## config.mk

```make
export PLATFORM = sky130hd
export DESIGN_NAME = weighted_bin_sampler_top
export DESIGN_NICKNAME = d
export VERILOG_FILES = /design/src/wbs_pkg.sv /design/src/wbs_ram.sv /design/src/wbs_mac.sv /design/src/weighted_bin_sampler_top.sv
export SDC_FILE = /design/constraint.sdc
export NUM_CORES = 1
export LEC_CHECK = 0
export BUFFER_PORTS_ARGS = -buffer_cell sky130_fd_sc_hd__buf_4
export CAP_MARGIN = 25
export CORE_MARGIN = 10
export CORE_UTILIZATION = 35
export CTS_BUF_LIST = sky130_fd_sc_hd__clkbuf_8 sky130_fd_sc_hd__clkbuf_16
export CTS_CLUSTER_SIZE = 16
export DETAILED_ROUTE_END_ITERATION = 16
export SLEW_MARGIN = 20
export SYNTH_ARGS = -nofsm -noshare
export SYNTH_HDL_FRONTEND = slang
export SYNTH_SLANG_ARGS = --single-unit
```

## constraint.sdc

```tcl
create_clock -name clk -period 6.6 [get_ports clk]
set_clock_uncertainty 0.2 [all_clocks]
set_input_delay 0.99 -clock clk [delete_from_list [all_inputs] [get_ports clk]]
set_output_delay 0.99 -clock clk [all_outputs]
set_load 0.02 [all_outputs]
```

## src/wbs_pkg.sv

```systemverilog
// Shared types and constants of the weighted bin sampler.
`timescale 1ns / 1ps
`default_nettype none
package wbs_pkg;

	localparam logic [1:0] KIND_LOAD = 2'd0;
	localparam logic [1:0] KIND_DRAW = 2'd1;
	localparam logic [1:0] KIND_TAKE = 2'd2;

	localparam int DIGIT_BITS = 8;

	typedef struct packed {
		logic acc_clr;
		logic acc_add;
		logic mul_load;
		logic mul_step;
	} wbs_mac_ctl_t;

	typedef struct packed {
		logic total_zero;
		logic below;
	} wbs_mac_sts_t;

endpackage
`default_nettype wire

```

## src/wbs_ram.sv

```systemverilog
// Generic single-port-write, registered-read RAM.
`timescale 1ns / 1ps
`default_nettype none
module wbs_ram #(
	parameter int WIDTH = 16,
	parameter int DEPTH = 16
) (
	input  wire logic                                  clk,
	input  wire logic                                  we,
	input  wire logic [(DEPTH > 1 ? $clog2(DEPTH) : 1)-1:0] waddr,
	input  wire logic [WIDTH-1:0]                      wdata,
	input  wire logic [(DEPTH > 1 ? $clog2(DEPTH) : 1)-1:0] raddr,
	output logic      [WIDTH-1:0]                      rdata
);

	logic [WIDTH-1:0] mem_q [DEPTH];

	always_ff @(posedge clk) begin
		if (we) begin
			mem_q[waddr] <= wdata;
		end
		rdata <= mem_q[raddr];
	end

endmodule
`default_nettype wire

```

## src/wbs_mac.sv

```systemverilog
// Shared accumulator, digit-serial multiplier and threshold compare.
`timescale 1ns / 1ps
`default_nettype none
module wbs_mac
	import wbs_pkg::*;
#(
	parameter int BINS          = 16,
	parameter int WEIGHT_BITS   = 16,
	parameter int FRACTION_BITS = 16
) (
	input  wire logic                     clk,
	input  wire logic                     arst_n,
	input  wire wbs_mac_ctl_t             ctl,
	input  wire logic [WEIGHT_BITS-1:0]   w_eff,
	input  wire logic [FRACTION_BITS-1:0] u_in,
	output wbs_mac_sts_t                  sts
);

	localparam int SUM_W = WEIGHT_BITS + $clog2(BINS);
	localparam int UD    = (FRACTION_BITS + DIGIT_BITS - 1) / DIGIT_BITS;
	localparam int U_PAD = UD * DIGIT_BITS;
	localparam int PW    = U_PAD + SUM_W;

	logic [SUM_W-1:0]            acc_q;
	logic [U_PAD-1:0]            u_q;
	logic [PW-1:0]               prod_q;
	logic [SUM_W-1:0]            acc_next;
	logic [SUM_W-1:0]            thr;
	logic [DIGIT_BITS-1:0]       digit;
	logic [SUM_W+DIGIT_BITS-1:0] pp;

	assign acc_next = acc_q + SUM_W'(w_eff);
	assign thr      = prod_q[FRACTION_BITS +: SUM_W];
	assign digit    = u_q[U_PAD-1 -: DIGIT_BITS];
	assign pp       = (SUM_W + DIGIT_BITS)'(acc_q) * (SUM_W + DIGIT_BITS)'(digit);

	assign sts.total_zero = (acc_q == '0);
	assign sts.below      = (thr < acc_next);

	always_ff @(posedge clk or negedge arst_n) begin
		if (!arst_n) begin
			acc_q <= '0;
		end else if (ctl.acc_clr) begin
			acc_q <= '0;
		end else if (ctl.acc_add) begin
			acc_q <= acc_next;
		end
	end

	always_ff @(posedge clk) begin
		if (ctl.mul_load) begin
			u_q    <= U_PAD'(u_in);
			prod_q <= '0;
		end else if (ctl.mul_step) begin
			u_q    <= u_q << DIGIT_BITS;
			prod_q <= (prod_q << DIGIT_BITS) + PW'(pp);
		end
	end

endmodule
`default_nettype wire

```

## src/weighted_bin_sampler_top.sv

```systemverilog
// Top level of the weighted bin sampler: sequencer, weight table and valid bits.
//
// Roulette-wheel selection over a table of BINS weights. A load item writes one
// weight, and the input stays ready. A draw with n active bins keeps the input
// busy after its transfer: it sums the n weights through the one registered read
// port of the table, forms the threshold in the shared 8-bit digit multiplier
// over D = ceil(FRACTION_BITS / 8) digits, rescans the running sum, and hands
// over the result, clearing the chosen bin for a take that finds one. A draw
// over a zero total skips the rescan. The hand-over waits while the previous
// result is still held in the output register, and the input is not ready until
// the draw has moved into it.
`timescale 1ns / 1ps
`default_nettype none
module weighted_bin_sampler_top
	import wbs_pkg::*;
#(
	parameter int BINS          = 16,
	parameter int WEIGHT_BITS   = 16,
	parameter int FRACTION_BITS = 16
) (
	input  wire logic        clk,
	input  wire logic        arst_n,
	input  wire logic        cfg_we,
	input  wire logic [4:0]  cfg_data,
	input  wire logic        in_valid,
	output logic             in_ready,
	input  wire logic [1:0]  kind,
	input  wire logic [3:0]  bin_index,
	input  wire logic [15:0] weight,
	input  wire logic [15:0] uniform,
	output logic             out_valid,
	input  wire logic        out_ready,
	output logic [3:0]       chosen_bin,
	output logic             found
);

	localparam int IDX_W = (BINS > 1) ? $clog2(BINS) : 1;
	localparam int CNT_W = $clog2(BINS + 1);
	localparam int UD    = (FRACTION_BITS + DIGIT_BITS - 1) / DIGIT_BITS;
	localparam int DIG_W = (UD > 1) ? $clog2(UD) : 1;

	typedef enum logic [4:0] {
		S_IDLE = 5'b00001,
		S_SUM  = 5'b00010,
		S_MUL  = 5'b00100,
		S_SCAN = 5'b01000,
		S_FIN  = 5'b10000
	} state_t;

	state_t             state_q;
	logic [4:0]         active_q;
	logic [CNT_W-1:0]   n_q;
	logic [CNT_W-1:0]   cnt_q;
	logic               pend_q;
	logic [IDX_W-1:0]   pidx_q;
	logic [IDX_W-1:0]   pick_q;
	logic               hit_q;
	logic               take_q;
	logic [DIG_W-1:0]   dig_q;
	logic [BINS-1:0]    vld_q;
	logic               rvld_q;

	logic               accept;
	logic               is_draw;
	logic               rd_en;
	logic               out_free;
	logic [IDX_W-1:0]   raddr;
	logic [WEIGHT_BITS-1:0] rdata;
	logic [WEIGHT_BITS-1:0] w_eff;
	logic               we;
	logic [IDX_W-1:0]   waddr;
	logic [WEIGHT_BITS-1:0] wdata;
	logic [31:0]        w32;
	logic [31:0]        u32;
	logic [31:0]        b32;
	logic [31:0]        p32;
	logic [31:0]        n32;
	wbs_mac_ctl_t       mac_ctl;
	wbs_mac_sts_t       mac_sts;

	assign in_ready = (state_q == S_IDLE);
	assign accept   = in_valid && in_ready;
	assign is_draw  = (kind == KIND_DRAW) || (kind == KIND_TAKE);
	assign out_free = !out_valid || out_ready;
	assign w32      = 32'(weight);
	assign u32      = 32'(uniform);
	assign b32      = 32'(bin_index);
	assign p32      = 32'(pick_q);
	assign raddr    = cnt_q[IDX_W-1:0];
	assign w_eff    = rvld_q ? rdata : '0;

	always_comb begin
		if (active_q == '0) begin
			n32 = 32'd1;
		end else if (32'(active_q) > 32'(BINS)) begin
			n32 = 32'(BINS);
		end else begin
			n32 = 32'(active_q);
		end
	end

	always_comb begin
		rd_en = 1'b0;
		case (state_q)
			S_SUM:   rd_en = (cnt_q < n_q);
			S_SCAN:  rd_en = (cnt_q < n_q) && !(pend_q && mac_sts.below);
			default: rd_en = 1'b0;
		endcase
	end

	always_comb begin
		we    = 1'b0;
		waddr = b32[IDX_W-1:0];
		wdata = w32[WEIGHT_BITS-1:0];
		if (accept && (kind == KIND_LOAD) && (b32 < 32'(BINS))) begin
			we = 1'b1;
		end else if ((state_q == S_FIN) && out_free && take_q && hit_q) begin
			we    = 1'b1;
			waddr = pick_q;
			wdata = '0;
		end
	end

	always_comb begin
		mac_ctl = '0;
		case (state_q)
			S_IDLE: begin
				mac_ctl.acc_clr  = accept;
				mac_ctl.mul_load = accept;
			end
			S_SUM: begin
				mac_ctl.acc_add = pend_q;
			end
			S_MUL: begin
				mac_ctl.mul_step = 1'b1;
				mac_ctl.acc_clr  = (dig_q == DIG_W'(UD - 1));
			end
			S_SCAN: begin
				mac_ctl.acc_add = pend_q;
			end
			default: mac_ctl = '0;
		endcase
	end

	always_ff @(posedge clk or negedge arst_n) begin
		if (!arst_n) begin
			active_q <= 5'd16;
		end else if (cfg_we) begin
			active_q <= cfg_data;
		end
	end

	always_ff @(posedge clk or negedge arst_n) begin
		if (!arst_n) begin
			vld_q <= '0;
		end else if (we) begin
			vld_q[waddr] <= 1'b1;
		end
	end

	always_ff @(posedge clk) begin
		rvld_q <= vld_q[raddr];
		if (rd_en) begin
			pidx_q <= raddr;
		end
	end

	always_ff @(posedge clk or negedge arst_n) begin
		if (!arst_n) begin
			state_q    <= S_IDLE;
			n_q        <= '0;
			cnt_q      <= '0;
			pend_q     <= 1'b0;
			pick_q     <= '0;
			hit_q      <= 1'b0;
			take_q     <= 1'b0;
			dig_q      <= '0;
			out_valid  <= 1'b0;
			chosen_bin <= '0;
			found      <= 1'b0;
		end else begin
			if (out_valid && out_ready && (state_q != S_FIN)) begin
				out_valid <= 1'b0;
			end
			case (state_q)
				S_IDLE: begin
					if (accept && is_draw) begin
						state_q <= S_SUM;
						n_q     <= n32[CNT_W-1:0];
						cnt_q   <= '0;
						pend_q  <= 1'b0;
						pick_q  <= '0;
						hit_q   <= 1'b0;
						take_q  <= (kind == KIND_TAKE);
					end
				end
				S_SUM: begin
					pend_q <= rd_en;
					if (rd_en) begin
						cnt_q <= cnt_q + CNT_W'(1);
					end else if (!pend_q) begin
						state_q <= S_MUL;
						dig_q   <= '0;
					end
				end
				S_MUL: begin
					dig_q <= dig_q + DIG_W'(1);
					if (dig_q == DIG_W'(UD - 1)) begin
						cnt_q  <= '0;
						pend_q <= 1'b0;
						if (mac_sts.total_zero) begin
							state_q <= S_FIN;
						end else begin
							state_q <= S_SCAN;
						end
					end
				end
				S_SCAN: begin
					pend_q <= rd_en;
					if (rd_en) begin
						cnt_q <= cnt_q + CNT_W'(1);
					end
					if (pend_q && mac_sts.below) begin
						state_q <= S_FIN;
						pick_q  <= pidx_q;
						hit_q   <= 1'b1;
					end else if (!rd_en && !pend_q) begin
						state_q <= S_FIN;
					end
				end
				S_FIN: begin
					if (out_free) begin
						out_valid  <= 1'b1;
						chosen_bin <= p32[3:0];
						found      <= hit_q;
						state_q    <= S_IDLE;
					end
				end
				default: state_q <= S_IDLE;
			endcase
		end
	end

	wbs_ram #(
		.WIDTH (WEIGHT_BITS),
		.DEPTH (BINS)
	) u_ram (
		.clk   (clk),
		.we    (we),
		.waddr (waddr),
		.wdata (wdata),
		.raddr (raddr),
		.rdata (rdata)
	);

	wbs_mac #(
		.BINS          (BINS),
		.WEIGHT_BITS   (WEIGHT_BITS),
		.FRACTION_BITS (FRACTION_BITS)
	) u_mac (
		.clk    (clk),
		.arst_n (arst_n),
		.ctl    (mac_ctl),
		.w_eff  (w_eff),
		.u_in   (u32[FRACTION_BITS-1:0]),
		.sts    (mac_sts)
	);

`ifndef SYNTHESIS
	a_pick_in_range: assert property (@(posedge clk) disable iff (!arst_n)
		(state_q == S_FIN && hit_q) |-> (32'(pick_q) < 32'(n_q)))
		else $error("Chosen bin lies outside the active set.");

	a_cnt_bound: assert property (@(posedge clk) disable iff (!arst_n)
		(state_q == S_SUM || state_q == S_SCAN) |-> (cnt_q <= n_q))
		else $error("Read counter ran past the active bins.");

	a_draw_busy: assert property (@(posedge clk) disable iff (!arst_n)
		(accept && is_draw) |=> !in_ready)
		else $error("Input stayed ready after a draw transfer.");

	a_fin_entry: assert property (@(posedge clk) disable iff (!arst_n)
		(state_q == S_FIN) |-> ($past(state_q) == S_MUL || $past(state_q) == S_SCAN
			|| $past(state_q) == S_FIN))
		else $error("Result stage entered without a finished scan.");
`endif

endmodule
`default_nettype wire
```

==> flow_summary.yaml <==
run_status:
  status: "completed"
detailed_routing:
  drtIter0Drc: 1076
  route.met2.wl_um: 27300
  wl_met1_um: 22600
  drc: 0
  wl_met3_um: 2830
  ant_nets: 0
  wl_per_cell_um: 20.2
  via_per_inst: 5.15
  via_count: 13700
  drt_pre_antenna_iters: 5
  routed_wl_um: 53700
  top_layer: "met4"
cts:
  cts_buffers: 44
  hold_buffers: 0
  ctsHtreeMaxLevel: 2
  postCtsSetupBuffers: 0
  cts_sinks: 399
  cts.repair.resized: 0
  cts_root_buffer: "clkbuf_16"
  cts_buffer_depth: 3
  clk_pin_slew_ps: 60
  clk_latency_ps: 600
  cts_tree: "built"
power_and_ir_drop:
  power_density_nw_per_um2: 254
  vdd_drop_max_mv: 0.266
  power_mw: 6.35
  p_leak_nw: 9.75
synthesis:
  ys_async_sr_fraction_pct: 17.5
  synthTopCellsByArea: "edfxtp_1, fa_1, mux4_2"
  syn_nets: 2023
  ys.flop_type: "edfxtp_1"
  synthCells: 1749
  ys_warn_count: 0
  synth_edf_count: 276
  synth_area_leader_cell: "edfxtp_1"
  synth_xor_area_share_pct: 1.30
  synth_adder_area_share_pct: 17.1
  synth_top_cell_area_share_pct: 37.3
  synth_area_um2: 22200
  synth_seq_cells: 399
  synth_mux_area_share_pct: 9.29
  yosys.area_share.simple_pct: 11.4
  synth.most_common_cell: "edfxtp_1"
  synth_compound_area_share_pct: 6.78
  yosysSeqAreaShare_pct: 50.0
  ys_top_cells_by_count: "edfxtp_1, nand2_1, inv_1"
  synth_top_family_by_area: "adder cells"
  synth_cell_type_count: 68
  avgSynthCellArea_um2: 12.7
cells_and_area:
  nNetsFinal: 2059
  drive_gt1_share_pct: 14.9
  synthToLayoutAreaGrowth_pct: 12.5
  fillers: 5961
  diodes: 0
  final_core_util_pct: 39.7
  finalNonFillerCells: 2664
floorplan:
  die_x_um: 272
  die_y_um: 272
  die_area_um2: 73900
  coreArea_um2: 63000
  num_rows: 92
  initial_utilization_pct: 35.3
  ios: 55
critical_path:
  end_kind: "flop"
  path_class: "flop to flop"
  critPathLaunchType: "flop"
  crit_start: "u_mac.u_q[8]"
  r2r-start: "u_mac.u_q[8]"
  critPathCapture: "u_mac.prod_q[20]"
  worstPathRequired_ps: 6810
  worstPathMaxFanout: 20
  reg2reg_depth: 18
  worstPathArrival_ps: 6160
  r2r-end: "u_mac.prod_q[20]"
  r2r_slack_ps: 650
sta:
  hold_viol_final: 0
  tightest_slew_ps: 1030
  rsz0062_at_grt: "false"
  finalCritPeriodShare_pct: 90.2
  whs_ps: 254
  slew_violations: 0
  final.min_clock_period_ps: 5950
  final-setup-viol-count: 0
  fmax_mhz: 168
  relSlewSlack_pct: 31.2
  setup-tns-final_ps: 0
place:
  portBuffers: 54
  place_hpwl_um: 35600
  dpl.cell_count: 2585
  gp_congestion: 0.849
grt:
  grt_max_degree: 71
  grt-ovfl-total: 0
  grt.total_usage_pct: 14.4
  grt_pass1_vias: 14300
  antenna_found_initial: 2
  grt_pass1_wl_um: 83100
job:
  cap_violations: 0
worst_hold_path:
  min_path_type: "flop to flop"
final cells by class:
cell class,instances,area [µm²],share of cell area (%)
sequential,399,11100,44.5
multi-input combinational,1104,10200,41.0
clock buffer,44,1100,4.41
tap,846,1060,4.24
inverter,161,604,2.42
timing repair buffer,75,563,2.25
clock inverter,35,312,1.25
power breakdown:
part | internal [mW] | switching [mW]
Clock | 1.35 | 1.06
Sequential | 2.84 | 0.204
Combinational | 0.392 | 0.511
Total | 4.58 | 1.77
cell families (layout without fill, tap and decap cells):
family                   count (synthesis)  in the layout
buffers and inverters                  246            315
multiplexers                            99             99
AND/OR/NAND/NOR                        510            510
adder cells (fa/ha/maj)                226            226
flip-flops                             399            399
AO/OA/AOI/OAI                          236            236
XOR/XNOR                                33             33
cell usage in the layout (no fill, tap or decap), types with 6 or more instances in the layout:
| cell | n |
|---|---|
| a211oi_1 | 10 |
| a21o_1 | 20 |
| a21oi_1 | 60 |
| a31oi_1 | 12 |
| and2_1 | 125 |
| and3_1 | 16 |
| buf_4 | 75 |
| clkbuf_16 | 44 |
| clkinv_1 | 7 |
| dfrtp_1 | 66 |
| dfxtp_1 | 53 |
| edfxtp_1 | 276 |
| fa_1 | 128 |
| ha_1 | 98 |
| inv_1 | 173 |
| mux2_2 | 8 |
| mux2i_1 | 6 |
| mux4_2 | 85 |
| nand2_1 | 195 |
| nand2b_1 | 14 |
| nand3_1 | 18 |
| nand3b_1 | 6 |
| nor2_1 | 49 |
| nor2_2 | 12 |
| nor2b_1 | 6 |
| nor3_1 | 20 |
| nor4_1 | 7 |
| o211ai_1 | 10 |
| o21a_1 | 9 |
| o21ai_0 | 67 |
| o31ai_1 | 6 |
| or2_2 | 16 |
| or3_1 | 6 |
| xnor2_1 | 16 |
| xor2_1 | 17 |
state kept, by name, summed over array words and instances, names as in the netlist, 4 cells and up:
register	flops
u_mac.u_q	16
pick_q	4
u_ram.rdata	16
chosen_bin	4
cnt_q	5
u_mac.acc_q	20
n_q	5
u_ram.mem_q	256
vld_q	16
active_q	5
u_mac.prod_q	36
pidx_q	4
state_q	5
stage by stage:
| stage | setup WS (ps) | area [µm²] |
|---|---|---|
| CTS | 704 | 25000 |
| global placement | 912 | 23600 |
| floorplan | 1500 | 22200 |
| finish | 648 | 25000 |
| detailed placement | 768 | 23600 |
| global route | 301 | 25000 |
worst max-delay path: stages (launching register included):
cell,delay (ps)
edfxtp_1,800
nand2_1,170
fa_1,550
inv_1,50
fa_1,490
inv_1,60
fa_1,480
fa_1,490
inv_1,40
ha_1,360
a211oi_1,100
o21bai_1,210
and4bb_1,250
o21ai_0,440
nand2_1,140
a21oi_1,370
nor4_1,110
a311oi_1,320
o21ai_0,120
routing by layer:
layer  vias up  global-route usage, %
met3        69                   2.28
met4         0                   3.77
li1       6225                      -
met2       385                   25.1
met1      7037                   18.2
met5         -                      0
how the worst min path moves through the flow:
stage | slack [ps] | cells after the start | to | startpoint
CTS | 260 | 2 | u_mac.prod_q[2] | u_mac.prod_q[2]
detailed placement | 250 | 1 | vld_q[12] | vld_q[12]
floorplan | 230 | 1 | vld_q[1] | vld_q[1]
finish | 250 | 2 | u_mac.prod_q[8] | u_mac.prod_q[8]
global placement | 240 | 2 | u_mac.prod_q[8] | u_mac.prod_q[8]
global route | 270 | 2 | u_mac.prod_q[4] | u_mac.prod_q[4]
Power figures use the tool's default switching activity.
